===== src/hdl/rlnh_pkg.sv =====
// ---------------------------------------------------------------------------
// Ring lookup router package
// Shared codes, types and default sizes for the ring lookup next-hop router.
// ---------------------------------------------------------------------------
package rlnh_pkg;

  localparam int FINGER_SLOTS_DEF = 16;
  localparam int ID_BITS_DEF      = 8;

  localparam logic [1:0] OP_WRITE  = 2'd0;
  localparam logic [1:0] OP_LOOKUP = 2'd1;
  localparam logic [1:0] OP_SUBMIT = 2'd2;

  localparam logic [1:0] ACT_FWD     = 2'd0;
  localparam logic [1:0] ACT_DELIVER = 2'd1;
  localparam logic [1:0] ACT_DROP    = 2'd2;
  localparam logic [1:0] ACT_WRITTEN = 2'd3;

  localparam logic REG_SELF_ID  = 1'b0;
  localparam logic REG_STOP_THR = 1'b1;

  typedef enum logic [1:0] {
    ST_IDLE = 2'b01,
    ST_SCAN = 2'b10
  } state_t;

endpackage


===== src/hdl/ring_lookup_next_hop_router_top.sv =====
// ---------------------------------------------------------------------------
// Ring lookup next-hop router
// One node's routing step on an identifier ring with a finger table.
// ---------------------------------------------------------------------------
// An item is taken at a clock edge with start high and busy low. Op 0 writes
// a finger slot, op 1 is an arriving lookup, op 2 a local submit; op 3 is
// ignored and gives no result. Each result shows for one cycle with done high;
// the receiver always takes it.
// Slot writes, and lookups and submits for this node, answer in the cycle after
// the beat, and the block takes the next item in that same cycle. Any other
// lookup or submit scans the finger memory, one slot read per cycle, and holds
// busy high until the scan ends; done rises as the block returns to idle. The
// memory's one read port sets that rate. The running totals sit on their ports
// at all times and are valid with done. Configuration writes on cfg_we take
// effect at once; the user must make them while the block is idle, which the
// block does not enforce. Reset clears the registers, the totals and all valid
// bits; finger identifiers need no clearing since unused slots are never valid.
// ---------------------------------------------------------------------------
module ring_lookup_next_hop_router_top #(
  parameter int FINGER_SLOTS = rlnh_pkg::FINGER_SLOTS_DEF,
  parameter int ID_BITS      = rlnh_pkg::ID_BITS_DEF
) (
  input  logic               clk,
  input  logic               rst,
  input  logic               cfg_we,
  input  logic               cfg_idx,
  input  logic [31:0]        cfg_data,
  input  logic               start,
  output logic               busy,
  input  logic [1:0]         op,
  input  logic [3:0]         slot,
  input  logic [7:0]         node_id,
  input  logic               slot_valid,
  input  logic [7:0]         target_id,
  input  logic [7:0]         hops_in,
  input  logic [31:0]        round_submitted,
  input  logic [31:0]        current_round,
  output logic               done,
  output logic [1:0]         action,
  output logic [7:0]         next_hop,
  output logic [7:0]         hops_out,
  output logic               stop_now,
  output logic [31:0]        satisfied_count,
  output logic [31:0]        total_hops,
  output logic [7:0]         max_hops,
  output logic signed [47:0] total_latency
);

  localparam int SW = (FINGER_SLOTS > 1) ? $clog2(FINGER_SLOTS) : 1;
  localparam int CW = $clog2(FINGER_SLOTS + 1);

  rlnh_pkg::state_t state;

  logic [7:0]        self_id;
  logic [31:0]       stop_threshold;
  logic [FINGER_SLOTS-1:0] finger_valid;
  logic [31:0]       sat;
  logic [31:0]       hop_sum;
  logic [7:0]        peak;
  logic [47:0]       lat;
  logic              stop_raised;

  logic [CW-1:0]     cnt;
  logic              vld_q;
  logic [ID_BITS-1:0] tdist_q;
  logic [7:0]        hops_q;
  logic              fin_in;
  logic [ID_BITS-1:0] din;
  logic [ID_BITS-1:0] id_in;
  logic              fin_sc;
  logic [ID_BITS-1:0] dsc;
  logic [ID_BITS-1:0] id_sc;

  logic [39:0]       node_ext;
  logic [39:0]       target_ext;
  logic [39:0]       self_ext;
  logic [ID_BITS-1:0] node_idw;
  logic [ID_BITS-1:0] target_idw;
  logic [ID_BITS-1:0] me;
  logic [11:0]       slot_ext;
  logic              slot_in_range;
  logic [SW-1:0]     waddr;
  logic [SW-1:0]     raddr;
  logic              ram_we;
  logic [ID_BITS-1:0] rdata;

  logic              accept;
  logic              is_self;
  logic [31:0]       sat_inc;
  logic [32:0]       hs_sum;
  logic [31:0]       hs_next;
  logic [32:0]       lat_diff;
  logic [47:0]       lat_next;
  logic              stop_hit;

  logic              scan_eval;
  logic              scan_last;
  logic [ID_BITS-1:0] d;
  logic              cand;
  logic              in_hit;
  logic              sc_hit;
  logic              fin_in_next;
  logic [ID_BITS-1:0] din_next;
  logic [ID_BITS-1:0] id_in_next;
  logic              fin_sc_next;
  logic [ID_BITS-1:0] dsc_next;
  logic [ID_BITS-1:0] id_sc_next;
  logic [39:0]       hop_ext;
  logic [7:0]        hops_inc;

  assign busy   = (state != rlnh_pkg::ST_IDLE);
  assign accept = start && (state == rlnh_pkg::ST_IDLE);

  assign node_ext   = 40'(node_id);
  assign target_ext = 40'(target_id);
  assign self_ext   = 40'(self_id);
  assign node_idw   = node_ext[ID_BITS-1:0];
  assign target_idw = target_ext[ID_BITS-1:0];
  assign me         = self_ext[ID_BITS-1:0];
  assign is_self    = (target_idw == me);

  assign slot_ext      = 12'(slot);
  assign slot_in_range = (slot_ext < 12'(FINGER_SLOTS));
  assign waddr         = slot_ext[SW-1:0];
  assign raddr         = cnt[SW-1:0];
  assign ram_we        = accept && (op == rlnh_pkg::OP_WRITE) && slot_in_range;

  rlnh_ram #(
    .WIDTH (ID_BITS),
    .DEPTH (FINGER_SLOTS),
    .AW    (SW)
  ) u_finger_ram (
    .clk   (clk),
    .we    (ram_we),
    .waddr (waddr),
    .wdata (node_idw),
    .raddr (raddr),
    .rdata (rdata)
  );

  always_comb begin
    sat_inc  = (sat == 32'hFFFF_FFFF) ? sat : sat + 32'd1;
    hs_sum   = {1'b0, hop_sum} + 33'(hops_in);
    hs_next  = hs_sum[32] ? 32'hFFFF_FFFF : hs_sum[31:0];
    lat_diff = {1'b0, current_round} - {1'b0, round_submitted};
    lat_next = lat + {{15{lat_diff[32]}}, lat_diff};
    stop_hit = !stop_raised && (stop_threshold != 32'd0) && (sat_inc >= stop_threshold);
  end

  always_comb begin
    scan_eval   = (state == rlnh_pkg::ST_SCAN) && (cnt != '0);
    scan_last   = (state == rlnh_pkg::ST_SCAN) && (cnt == CW'(FINGER_SLOTS));
    d           = rdata - me;
    cand        = scan_eval && vld_q && (d != '0);
    in_hit      = cand && (d <= tdist_q) && (!fin_in || (d > din));
    sc_hit      = cand && (!fin_sc || (d < dsc));
    fin_in_next = fin_in || in_hit;
    din_next    = in_hit ? d : din;
    id_in_next  = in_hit ? rdata : id_in;
    fin_sc_next = fin_sc || sc_hit;
    dsc_next    = sc_hit ? d : dsc;
    id_sc_next  = sc_hit ? rdata : id_sc;
    hop_ext     = 40'(fin_in_next ? id_in_next : id_sc_next);
    hops_inc    = (hops_q == 8'hFF) ? hops_q : hops_q + 8'd1;
  end

  always_ff @(posedge clk) begin
    if (rst) begin
      state          <= rlnh_pkg::ST_IDLE;
      cnt            <= '0;
      done           <= 1'b0;
      stop_now       <= 1'b0;
      self_id        <= '0;
      stop_threshold <= '0;
      finger_valid   <= '0;
      sat            <= '0;
      hop_sum        <= '0;
      peak           <= '0;
      lat            <= '0;
      stop_raised    <= 1'b0;
      fin_in         <= 1'b0;
      fin_sc         <= 1'b0;
    end else begin
      if (cfg_we) begin
        case (cfg_idx)
          rlnh_pkg::REG_SELF_ID:  self_id        <= cfg_data[7:0];
          rlnh_pkg::REG_STOP_THR: stop_threshold <= cfg_data;
          default: ;
        endcase
      end
      done     <= 1'b0;
      stop_now <= 1'b0;
      case (state)
        rlnh_pkg::ST_IDLE: begin
          if (start) begin
            case (op)
              rlnh_pkg::OP_WRITE: begin
                if (slot_in_range) begin
                  finger_valid[waddr] <= slot_valid;
                end
                done     <= 1'b1;
                action   <= rlnh_pkg::ACT_WRITTEN;
                next_hop <= '0;
                hops_out <= '0;
              end
              rlnh_pkg::OP_LOOKUP, rlnh_pkg::OP_SUBMIT: begin
                if (is_self) begin
                  sat      <= sat_inc;
                  done     <= 1'b1;
                  action   <= rlnh_pkg::ACT_DELIVER;
                  next_hop <= '0;
                  if (op == rlnh_pkg::OP_LOOKUP) begin
                    hops_out <= hops_in;
                    hop_sum  <= hs_next;
                    lat      <= lat_next;
                    if (hops_in > peak) begin
                      peak <= hops_in;
                    end
                    if (stop_hit) begin
                      stop_raised <= 1'b1;
                      stop_now    <= 1'b1;
                    end
                  end else begin
                    hops_out <= '0;
                  end
                end else begin
                  state   <= rlnh_pkg::ST_SCAN;
                  cnt     <= '0;
                  fin_in  <= 1'b0;
                  fin_sc  <= 1'b0;
                  tdist_q <= target_idw - me;
                  hops_q  <= (op == rlnh_pkg::OP_LOOKUP) ? hops_in : 8'd0;
                end
              end
              default: ;
            endcase
          end
        end
        rlnh_pkg::ST_SCAN: begin
          cnt    <= cnt + CW'(1);
          vld_q  <= (cnt < CW'(FINGER_SLOTS)) && finger_valid[raddr];
          fin_in <= fin_in_next;
          din    <= din_next;
          id_in  <= id_in_next;
          fin_sc <= fin_sc_next;
          dsc    <= dsc_next;
          id_sc  <= id_sc_next;
          if (scan_last) begin
            state <= rlnh_pkg::ST_IDLE;
            done  <= 1'b1;
            if (fin_in_next || fin_sc_next) begin
              action   <= rlnh_pkg::ACT_FWD;
              next_hop <= hop_ext[7:0];
              hops_out <= hops_inc;
            end else begin
              action   <= rlnh_pkg::ACT_DROP;
              next_hop <= '0;
              hops_out <= hops_q;
            end
          end
        end
        default: state <= rlnh_pkg::ST_IDLE;
      endcase
    end
  end

  assign satisfied_count = sat;
  assign total_hops      = hop_sum;
  assign max_hops        = peak;
  assign total_latency   = $signed(lat);

endmodule


===== src/hdl/rlnh_ram.sv =====
// ---------------------------------------------------------------------------
// Generic single-port-write RAM
// One write port and one read port; the read data is registered.
// ---------------------------------------------------------------------------
module rlnh_ram #(
  parameter int WIDTH = 8,
  parameter int DEPTH = 16,
  parameter int AW    = (DEPTH > 1) ? $clog2(DEPTH) : 1
) (
  input  logic             clk,
  input  logic             we,
  input  logic [AW-1:0]    waddr,
  input  logic [WIDTH-1:0] wdata,
  input  logic [AW-1:0]    raddr,
  output logic [WIDTH-1:0] rdata
);

  logic [WIDTH-1:0] mem [DEPTH];

  always_ff @(posedge clk) begin
    if (we) begin
      mem[waddr] <= wdata;
    end
    rdata <= mem[raddr];
  end

endmodule


===== config.mk =====
export PLATFORM = sky130hd
export DESIGN_NAME = ring_lookup_next_hop_router_top
export DESIGN_NICKNAME = d
export VERILOG_FILES = /design/src/hdl/rlnh_pkg.sv /design/src/hdl/ring_lookup_next_hop_router_top.sv /design/src/hdl/rlnh_ram.sv
export SDC_FILE = /design/constraint.sdc
export NUM_CORES = 1
export LEC_CHECK = 0
export ABC_AREA = 1
export BUFFER_PORTS_ARGS = -buffer_cell sky130_fd_sc_hd__clkbuf_2
export CAP_MARGIN = 20
export CORE_MARGIN = 4
export CORE_UTILIZATION = 55
export CTS_BUF_LIST = sky130_fd_sc_hd__clkbuf_8
export DETAILED_ROUTE_END_ITERATION = 10
export PLACE_DENSITY = 0.75
export SLEW_MARGIN = 40
export SYNTH_ARGS = -nofsm -noshare
export SYNTH_HDL_FRONTEND = slang
export SYNTH_SLANG_ARGS = --single-unit

===== constraint.sdc =====
create_clock -name clk -period 9.6 [get_ports clk]
set_clock_uncertainty 0.15 [all_clocks]
set_input_delay 1.44 -clock clk [delete_from_list [all_inputs] [get_ports clk]]
set_output_delay 1.44 -clock clk [all_outputs]
set_load 0.02 [all_outputs]

* After elaboration in Yosys (flattened, before gate mapping)
Memories as Yosys holds them, arrays and structs flattened. A register that Yosys moved wholly into a read port is not among the register bits.
Index checks and enable logic that the tools add are counted.
** Operators by class
- Add/subtract/negate cells :: 8
- Order comparisons :: 10
- Equal/unequal tests :: 15
- Muxes and demuxes :: 52
- Bitwise gates (word level) :: 7
- Reduce and logical (&&, ||, !) cells :: 43
** Operators with widths (count)
- $mux W8 :: 13
- $mux W32 :: 2
- $pmux W8 S2 :: 4
- $add A48 B48 Y48 :: 1
- $add A32 B8 Y33 :: 1
- $sub A32 B32 Y33 :: 1
- $add A32 B1 Y32 const B :: 1
- $eq A32 B32 Y1 const B :: 1
- $ge A32 B32 Y1 :: 1
- $reduce_bool A32 Y1 :: 1
- $reduce_and A6 Y1 :: 3
- $bwmux W16 :: 1
- $gt A8 B8 Y1 :: 2
- $mux W2 :: 8
- $reduce_and A4 Y1 :: 4
- $sub A8 B8 Y8 :: 2
- $lt A4 B5 Y1 const B :: 3
- $mux W5 :: 3
- $logic_and A1 B1 Y1 :: 14
- $pmux W2 S2 :: 3
- $mux W1 :: 11
- $pmux W5 S2 :: 1
- $reduce_and A5 Y1 :: 2
- $add A8 B1 Y8 const B :: 1
- other kinds (28) :: 51
** Storage, ports and cells
- Register bits after elaboration :: 255
- RAM bits :: 128
- Input bits :: 132
- Output and inout bits :: 141
- Logic and storage cells :: 160
- Memories kept :: 1
** Memory list
- u_finger_ram.mem :: words 16, bits a word 8, read ports 1, clocked after memory_dff 1, wr ports 1, line rlnh_ram.sv:18 : logic [WIDTH-1:0] mem [DEPTH];

* Depth between registers and ports, before layout
Gate-level depths: netlist of the first run.
- Depth in word-level cells :: 11
- Gate-level depth with buffers :: 29
- Depth with buffers taken out :: 29

* Cells and area by module
From an unflattened synthesis of the first run, not the netlist that was laid out.
** Second synthesis, totals
- Cells, all modules :: 3600
- Area, all modules :: 25898.6 µm²
** By module, submodules not included
- ring_lookup_next_hop_router_top :: times used 1, cells an instance 3049, area an instance 20131.8 µm², seq. area each 5775.5 µm²
- rlnh_ram :: times used 1, cells an instance 551, area an instance 5766.8 µm², seq. area each 4003.8 µm²

* Worst setup path after synthesis of the first run
OpenSTA, ideal clock, no wires.
- Path kind :: input -> register
- From :: input current_round[0]
- To :: register lat[31], in the netlist total_latency[31]
- Library setup time :: 0.115 ns
- Arrival time :: 4.433 ns
- Data required time :: 9.335 ns
- Path slack :: 4.902 ns
- Cell stages on the path :: 26
- Path buffers :: 0
- Cell sequence :: inv_1 > ha_1 > fa_1 > inv_1 > nand3_1 > nand2_1 > nand2_1 > nand2_1 > a21boi_0 > o21ai_2 > nand2_1 > nand2_1 > nand2_1 > nand2_1 > xor2_1 > ha_1 > nand2_1 > inv_1 > a21oi_1 > nor2_1 > nor2_1 > nand2_1 > o21bai_1 > xor2_1 > o21ai_0 > inv_1
** On the way
- Cells in the longest elaborated chain, start to end :: 2
** RTL lines
- from (decl) :: line ring_lookup_next_hop_router_top.sv:37 : input logic [31:0] current_round,
- $sub A32 B32 Y33 :: line ring_lookup_next_hop_router_top.sv:145 : lat_diff = {1'b0, current_round} - {1'b0, round_submitted};
- $add A48 B48 Y48 :: line ring_lookup_next_hop_router_top.sv:146 : lat_next = lat + {{15{lat_diff[32]}}, lat_diff};
- to (signal assigned) :: line ring_lookup_next_hop_router_top.sv:215 : lat <= lat_next;
- to (decl) :: line ring_lookup_next_hop_router_top.sv:60 : logic [47:0] lat;
Every way passes these cells.
A chain may end at the register's enable or synchronous reset.

* Worst setup path after layout of the first run
- From :: input current_round[0]
- To :: register lat[45], in the netlist total_latency[45]
The elaborated chain is that of the path after synthesis.

==> metrics, run 1 <==
register area=9781 um2; Post-CTS Hold Buffers=0; GRT Max-Usage Layer=met2; HPWL after detailed placement=54,380 um; Total Routed Length=72,770 um; PwrDens=160.0 nW/um2; Hold Path Class=flip-flop to flip-flop; worst reg2reg setup slack=5.45 ns; fmax=0.2026 GHz; 1st-pass router iterations=6; chip height=221.6 um; core area=44,610 um2; Remaining DRCs=0; post-synth top area share=23.35%; Distinct cells, synth=59; power after layout=4.542 mW; Final Slew Violations=0; EDFF count, synth=195; pre-CTS WS=4.010 ns; Net Sw Power=1.525 mW; setup violators final=0; combinational power share=23.5%; asr flop ratio synth=0%; Seq pwr share=41.3%; Cell Area, Synth=25,080 um2; YS warnings=0; Synth top cells by count=nand2_1, inv_1, nor2_1; setup bufs post-CTS=0; layout cell share with drive strength beyond 1=12.96%; CP startpoint=current_round[0]; largest family of logic cells by synthesized area=simple AND/OR/NAND/NOR gates; min-delay src=stop_threshold[0]; area grow syn2layout=13.15%; global-route met3 utilization=5.534%; initial antenna violation count=7; syn_nets=3,667; Final Instance Count excl. Fillers=4,267; vias in the first global route=21,630; first-pass GRT wire length=115,200 um; Initial Util=56.23%; worst slew pin tran=0.8065 ns; CP Class=input pin to flip-flop; unrepaired setup endpoints after global routing=false; synthesized area per cell=7.492 um2; num ports=273; Crit. End Element=flip-flop; Synth Area in Adders=9.478%; top post-synthesis cells by area=edfxtp_1, dfxtp_1, nand2_1; Seq/Total Area, Yosys=38.99%; total clock sinks=391; # fillers=4,089; Die Width=221.6 um; met1 Usage GRT=40.81%; synthesis-stage register bit count=391; relative slew slack=46.18%; internal power=3.017 mW; CP Launch Type=input pin; Leak=13.32 nW; fin crit share=51.41%; Worst-path clk slew=0.06 ns; Worst-Skew Late Latency=0.67 ns; Util after Layout=63.63%; routed vias=23,320; post-route setup slack=4.665 ns; worst path arrival time=5.33 ns; cts repair resizes=0; dpl cells=4,136; critical-path maximum fanout=17; Synth area leader=edfxtp_1; row count=77; multi-input logic area=13,070 um2; Num CTS Buffers=70; status=finished, final reports clean; Max Cap Viol=0; met2 usage=44.65%; cell with the most instances after synthesis=nand2_1; fin crit period=4.935 ns; DIE AREA=49,090 um2; Clk pwr share=35.2%; Simple-Gate Fraction of Synth Area=23.39%; Syn Inst Count=3,348; final hold violation count=0; VDD IR max=0.1804 mV; clock root cell=clkbuf_8; Placer Congestion=1.026; number of port buffers=272; Compound-Gate Fraction of Synth Area=15.27%; Clock Tree Buf Depth=3; initial DRC count=2,070; post-synthesis mux area share=0%; Setup TNS Final=0 ns; Nets=3,936; Wirelength per Cell=17.05 um; XOR/XNOR share of the synthesized area=3.731%; post-route antenna net violation count=0; worst flop-to-flop path startpoint=u_finger_ram.rdata[0]; largest net degree at the start of global routing=79; ys flop type=dfxtp_1; GRT Total Usage=28.80%; CTS tree=yes; H-tree depth=3; Avg Vias per Cell=5.466; WP data required=9.99 ns; global route total overflow=0; Net Sw Frac=33.57%
-- cell usage in the layout, fill, tap and decap left out, types with 11 or more instances in the layout --
cell type	Yosys	final
a21o_1	12	12
a21oi_1	273	272
a21oi_2	12	12
buf_4	3	11
clkbuf_2	2	271
clkbuf_8	0	78
dfxtp_1	196	195
edfxtp_1	195	195
ha_1	182	182
inv_1	489	507
inv_2	11	11
nand2_1	632	631
nand2_2	11	12
nand3_1	129	129
nand4_1	64	64
nor2_1	416	400
nor2_2	5	21
nor3_1	53	53
o211ai_1	13	13
o21ai_0	276	276
o21ai_1	41	41
o21bai_1	14	14
o221ai_1	15	15
o22ai_1	24	24
xnor2_1	27	27
xor2_1	78	78
-- area by class of cell --
class                           instances  area share [%]
Clock inverter                         50           1.252
Timing Repair Buffer                  284           5.180
Clock buffer                           78           3.782
Inverter                              502           6.665
Multi-Input combinational cell       2368           46.03
Antenna cell                            2         0.01763
Tap cell                              592           2.610
Sequential cell                       391           34.46
-- per-layer routing --
layer / vias up / wire length, um
li1: 11670 / -
met1: 10630 / 32640
met2: 866 / 31960
met3: 149 / 5919
met4: 10 / 2194
met5: - / 60
-- per-stage QoR --
| step | instance area [um2] | hold slack (ns) |
|---|---|---|
| floorplan | 25080 | 0.2977 |
| global placement | 26860 | 0.3182 |
| detailed placement | 26910 | 0.3165 |
| CTS | 28340 | 0.3263 |
| global route | 28380 | 0.3564 |
| finish | 28380 | 0.3265 |
-- logic make-up after synthesis --
family / count (synthesis)
and+or+nand+nor: 1368
AOI/OAI and AO/OA: 707
buffers and inverters: 589
DFF: 391
adders and majority gates: 187
xor gates and xnor gates: 106
-- worst paths after layout --
path | end | depth (start not counted)
setup / recovery | total_latency[45] | 26
setup reg to reg | din[6] | 16
hold reg to reg | stop_threshold[0] | 2
hold / removal | stop_threshold[0] | 2
-- power groups by stage --
stage	Sequential, mW	Combinational (mW)	Clock, mW
2_1_floorplan	1.91	0.729	0
3_3_place_gp	1.91	1.03	0
3_5_place_dp	1.91	1.05	0
4_1_cts	1.87	1.06	1.63
5_1_grt	1.88	1.20	1.72
6_report	1.87	1.07	1.60
-- critical path, stage by stage --
cell	delay, ns
clkbuf_2	0.07
inv_1	0.04
ha_1	0.19
fa_1	0.40
inv_1	0.07
nand3_1	0.07
nand2_1	0.18
nand2_1	0.07
nand2_1	0.13
nand3_1	0.11
nand2_1	0.15
nand2_1	0.09
nand2_1	0.19
inv_1	0.31
ha_1	0.47
nand2_1	0.12
nor2_1	0.15
inv_1	0.07
nor2_1	0.13
inv_1	0.07
nor4_1	0.25
nand4_1	0.21
nand4_1	0.12
nand3_1	0.09
nand2_1	0.08
inv_1	0.03
-- flip-flops by register name (all words and copies together), names as in the netlist, 16 cells and up --
register and cells:
finger_valid 16, stop_threshold 32, total_latency 48, u_finger_ram.mem 128, total_hops 32, satisfied_count 32
(Power assumes the default switching activity.)
==> run 2: changes to the inputs <==
ABC_AREA = 0   (was 1)
PLACE_DENSITY = 0.79   (was 0.75)
clock period = 4 ns   (was 9.6 ns; I/O delays follow)
==> metrics, run 2 <==
cell with the most instances after synthesis=nand2_1; relative slew slack=42.06%; number of port buffers=272; Max Cap Viol=0; Crit path max-delay family=compound AO/OA/AOI/OAI gates; asr flop ratio synth=0%; Hold Path Class=input pin to flip-flop; Clk pwr share=36.8%; Worst path max stage delay=0.33 ns; synthesis-stage register bit count=391; Net Sw Power=2.872 mW; GRT Total Usage=29.20%; Total Routed Length=67,800 um; status=finished, violations left; global route total overflow=0; combinational power share=20.6%; YS warnings=0; post-synth top area share=25.99%; slowest CP cell=fa_2; Crit. End Element=flip-flop; PwrDens=339.8 nW/um2; HPWL after detailed placement=48,550 um; first-pass GRT wire length=105,200 um; commonest non-fill, non-tap cell in the layout=buf_4; fin crit period=4.803 ns; critical-path maximum fanout=3; Clock Tree Buf Depth=3; worst path arrival time=5.16 ns; Initial Util=56.19%; top post-synthesis cells by area=edfxtp_1, dfxtp_1, ha_1; Simple-Gate Fraction of Synth Area=14.98%; routed vias=20,460; final hold violation count=0; setup violators final=30; ys flop type=dfxtp_1; # fillers=2,691; worst slew pin tran=0.8659 ns; Avg Vias per Cell=5.765; Synth area leader=edfxtp_1; Distinct cells, synth=84; num ports=273; core area=40,100 um2; Syn Inst Count=2,315; CTS tree=yes; 1st-pass router iterations=5; syn_nets=2,634; fin crit share=120.1%; total clock sinks=391; chip height=210.4 um; Leak=13.03 nW; post-synthesis mux area share=6.114%; dpl cells=3,357; synthesized area per cell=9.732 um2; failing checks=negative setup slack; row count=73; worst reg2reg setup slack=0.15 ns; post-route setup slack=-0.8029 ns; Net Sw Frac=28.28%; Remaining DRCs=0; Worst-path clk slew=0.06 ns; H-tree depth=3; clock root cell=clkbuf_8; WP data required=4.36 ns; Die Width=210.4 um; EDFF count, synth=195; DIE AREA=44,270 um2; power after layout=10.16 mW; unrepaired setup endpoints after global routing=true; post-route antenna net violation count=0; XOR/XNOR share of the synthesized area=6.142%; Seq pwr share=42.6%; Seq/Total Area, Yosys=43.41%; Num CTS Buffers=69; vias in the first global route=20,460; initial antenna violation count=3; area grow syn2layout=32.65%; Worst path most repeated cell=a21oi_2; Placer Congestion=0.9645; most frequent cells in the layout=buf_4, clkbuf_2, nand2_1, a21oi_1, edfxtp_1; Final Instance Count excl. Fillers=3,549; Wirelength per Cell=19.10 um; WHS=0.03280 ns; largest family of logic cells by synthesized area=simple AND/OR/NAND/NOR gates; VDD IR max=0.2826 mV; layout cell share with drive strength beyond 1=33.12%; CP Class=input pin to flip-flop; Synth top cells by count=nand2_1, a21oi_1, dfxtp_1; Final Slew Violations=0; Cell Area, Synth=22,530 um2; pre-CTS WS=-1.496 ns; Biggest register=u_finger_ram.mem; Buf/Inv on CP=2; Synth Area in Adders=10.55%; Nets=3,288; internal power=7.284 mW; CP Launch Type=input pin; Compound-Gate Fraction of Synth Area=14.32%; Util after Layout=74.54%; Worst-Skew Late Latency=0.64 ns; Largest register FFs=128; largest net degree at the start of global routing=115; fmax=0.2082 GHz; initial DRC count=1,932
[run 2: what timing repair did]
action / CTS / global route
setup buffers: 63 / 18
pin swaps: 102 / 96
cloned: 0 / 1
endpoints found under the setup margin: 55 / 81
resized for setup: 96 / 85
hold endpoints to repair: 3 / 0
hold buffers: 3 / 0
[run 2: cell type report]
type	instances	area [um2]	area share, %
Tap cell	525	656.9	2.198
Antenna cell	2	5.005	0.01675
Multi-Input combinational cell	1660	12740	42.64
Clock buffer	86	1184	3.960
Inverter	171	666.9	2.231
Clock inverter	38	241.5	0.8080
Timing Repair Buffer	676	4607	15.41
Sequential cell	391	9783	32.73
[run 2: power by group through the flow]
stage          sequential [mW]  combinational [mW]  clock (mW)
3_5_place_dp              4.41                1.80           0
5_1_grt                   4.33                2.26        3.99
3_3_place_gp              4.40                1.74           0
2_1_floorplan             4.41                1.05           0
4_1_cts                   4.32                1.95        3.79
6_report                  4.33                2.09        3.74
[run 2: per-stage QoR]
step	TNS [ns]	cell area, um2
floorplan	-13.02	22860
CTS	-8.173	29360
detailed placement	-39.32	27110
global route	-20.19	29880
global placement	-35.12	27100
finish	-13.90	29890
[run 2: layer usage]
| metal | vias up | part of all wire [%] | wire, um | GRT usage (%) |
|---|---|---|---|---|
| met4 | 6 | 3.3 | 2269 | 9.457 |
| met1 | 9832 | 39 | 26650 | 36.48 |
| met5 | - | 0.049 | 33 | 0 |
| met2 | 807 | 50 | 33590 | 50.73 |
| li1 | 9637 | - | - | - |
| met3 | 179 | 7.7 | 5254 | 6.444 |
[run 2: cell families (layout without fill, tap and decap cells)]
| kind of cell | after synthesis | after routing |
|---|---|---|
| adders and majority gates | 187 | 187 |
| and+or+nand+nor | 707 | 708 |
| DFF | 391 | 391 |
| muxes | 81 | 81 |
| buffers and inverters | 265 | 971 |
| AOI/OAI and AO/OA | 526 | 526 |
| xor gates and xnor gates | 158 | 158 |
| other | 0 | 2 |
[run 2: tightest hold or removal path: cells and delay by family]
family | cells | cell delay [ns]
AO/OA/AOI/OAI | 1 | 0.05
buffers and inverters | 1 | 0.08
AND/OR/NAND/NOR | 1 | 0.04
[run 2: path summary, 6_finish.rpt]
kind | from | endpoint | depth (start not counted)
max | current_round[0] | total_latency[47] | 27
min | cfg_data[21] | stop_threshold[21] | 3
max reg2reg | u_finger_ram.rdata[0] | next_hop[3] | 18
min reg2reg | me[5] | me[5] | 2
==> run 3: changes to the inputs <==
CTS_CLUSTER_DIAMETER = 150   (was unset)
PLACE_DENSITY = 0.76   (was 0.79)
REMOVE_ABC_BUFFERS = 1   (was unset)
clock period = 5.25 ns   (was 4 ns; I/O delays follow)
==> metrics, run 3 (synthesized netlist as in run 2, its figures left out) <==
relative slew slack=44.12%; area grow syn2layout=20.45%; Worst path most repeated cell=a21oi_2; RR Endpoint=din[2]; Remaining DRCs=0; Worst-path clk slew=0.06 ns; Largest register FFs=128; critical-path maximum fanout=4; fin crit period=4.982 ns; Total Routed Length=60,310 um; Die Width=210.4 um; vias in the first global route=18,790; worst path arrival time=5.35 ns; layout cell share with drive strength beyond 1=23.91%; combinational power share=17.6%; global route total overflow=0; Crit. End Element=flip-flop; Num CTS Buffers=68; Clk pwr share=37.4%; Placer Congestion=0.9301; Buf/Inv on CP=2; CP Class=input pin to flip-flop; worst reg2reg setup slack=0.75 ns; number of port buffers=272; DIE AREA=44,270 um2; Seq pwr share=45.1%; Worst-Skew Late Latency=0.62 ns; Net Sw Power=2.031 mW; most frequent cells in the layout=clkbuf_2, nand2_1, a21oi_1, edfxtp_1, dfxtp_1; CTS tree=yes; num ports=273; Initial Util=56.19%; initial antenna violation count=2; Wirelength per Cell=18.09 um; PwrDens=269.7 nW/um2; Final Slew Violations=0; WHS=0.2276 ns; slowest CP cell=fa_2; core area=40,100 um2; post-route setup slack=0.2676 ns; Clock Tree Buf Depth=3; status=finished, final reports clean; post-route antenna net violation count=0; 1st-pass router iterations=6; clock root cell=clkbuf_8; Hold Path Class=input pin to flip-flop; Nets=3,073; Avg Vias per Cell=5.687; pre-CTS WS=-0.7681 ns; Leak=11.71 nW; final hold violation count=0; routed vias=18,960; chip height=210.4 um; Hold EP=stop_threshold[23]; Biggest register=u_finger_ram.mem; worst slew pin tran=0.8382 ns; setup violators final=0; CP Launch Type=input pin; commonest non-fill, non-tap cell in the layout=clkbuf_2; Crit path max-delay family=compound AO/OA/AOI/OAI gates; largest net degree at the start of global routing=106; first-pass GRT wire length=95,830 um; GRT Total Usage=26.48%; power after layout=7.319 mW; WP data required=5.61 ns; Net Sw Frac=27.75%; VDD IR max=0.1392 mV; internal power=5.288 mW; min-delay src=cfg_data[23]; H-tree depth=3; Worst path max stage delay=0.35 ns; FF-to-FF path depth=17; total clock sinks=391; initial DRC count=1,491; fmax=0.2007 GHz; Post-CTS Hold Buffers=0; Max Cap Viol=0; fin crit share=94.90%; row count=73; worst hold path depth=3; HPWL after detailed placement=44,780 um; worst flop-to-flop path startpoint=u_finger_ram.rdata[0]
-- run 3: changes by cell type in the layout (fill, tap and decap cells not counted), moves of 6 or more --
cell and change:
buf_4 -179, o21ai_1 -6, xnor2_2 -12, buf_6 -28, ha_1 +17, o21ai_2 -10, a21oi_2 -29, a21oi_1 +34
clkbuf_8 -7, xnor2_1 +12, ha_4 -17, o21ai_0 +19, nor2_1 +9
-- run 3: worst max path at each step --
stage | start | endpoint | slack, ns | cells after the start
after detailed placement | current_round[0] | total_latency[47] | -0.77 | 27
final | current_round[0] | total_latency[47] | 0.27 | 27
after global placement | current_round[0] | total_latency[47] | -0.69 | 27
after global routing | current_round[0] | total_latency[41] | -0.02 | 26
after CTS | current_round[0] | total_latency[47] | 0.03 | 27
after floorplan | current_round[0] | total_latency[47] | -0.03 | 26
-- run 3: power by group through the flow --
stage / combinational, mW / clock [mW] / sequential, mW
after CTS: 1.26 / 2.79 / 3.30
final: 1.29 / 2.73 / 3.30
after detailed placement: 1.25 / 0 / 3.36
after floorplan: 0.723 / 0 / 3.37
after global routing: 1.42 / 2.94 / 3.30
after global placement: 1.21 / 0 / 3.36
-- run 3: per-layer routing --
metal,wire (um),GRT usage (%),share of wire [%],vias up
li1,-,-,-,9174
met4,1506,8.317,2.5,0
met1,25170,34.65,42,9008
met2,28840,43.98,48,664
met5,0,0,0,-
met3,4794,6.266,7.9,110
-- run 3: timing repair --
item | 4_1_cts | 5_1_grt
gates resized for setup | 3 | 22
pin swaps | 3 | 10
setup buffers | 1 | 5
endpoints found under the hold margin | 0 | 0
endpoints found under the setup margin | 3 | 16
-- run 3: cell type report --
cell class,instances,area (um2)
Fill cell,3084,12960
Multi-Input combinational cell,1659,11910
Sequential cell,391,9782
Timing Repair Buffer,463,2809
Clock buffer,80,1101
Tap cell,525,656.9
Inverter,171,641.9
Clock inverter,42,234.0
Antenna cell,2,5.005
-- run 3: tightest hold or removal path, delay by kind of cell --
family / cells / cell delay (ns)
and+or+nand+nor: 1 / 0.04
buffers and inverters: 1 / 0.08
AOI/OAI and AO/OA: 1 / 0.05
-- run 3: stage by stage --
stage / setup TNS, ns / cells / utilization [%] / area [um2]
after CTS: 0 / 3326 / 67.32 / 26990
after global routing: -0.02917 / 3333 / 67.68 / 27140
after detailed placement: -9.547 / 3203 / 63.96 / 25650
after global placement: -7.253 / 3203 / 63.87 / 25610
final: 0 / 3333 / 67.68 / 27140
after floorplan: -0.03167 / 2221 / - / 22160
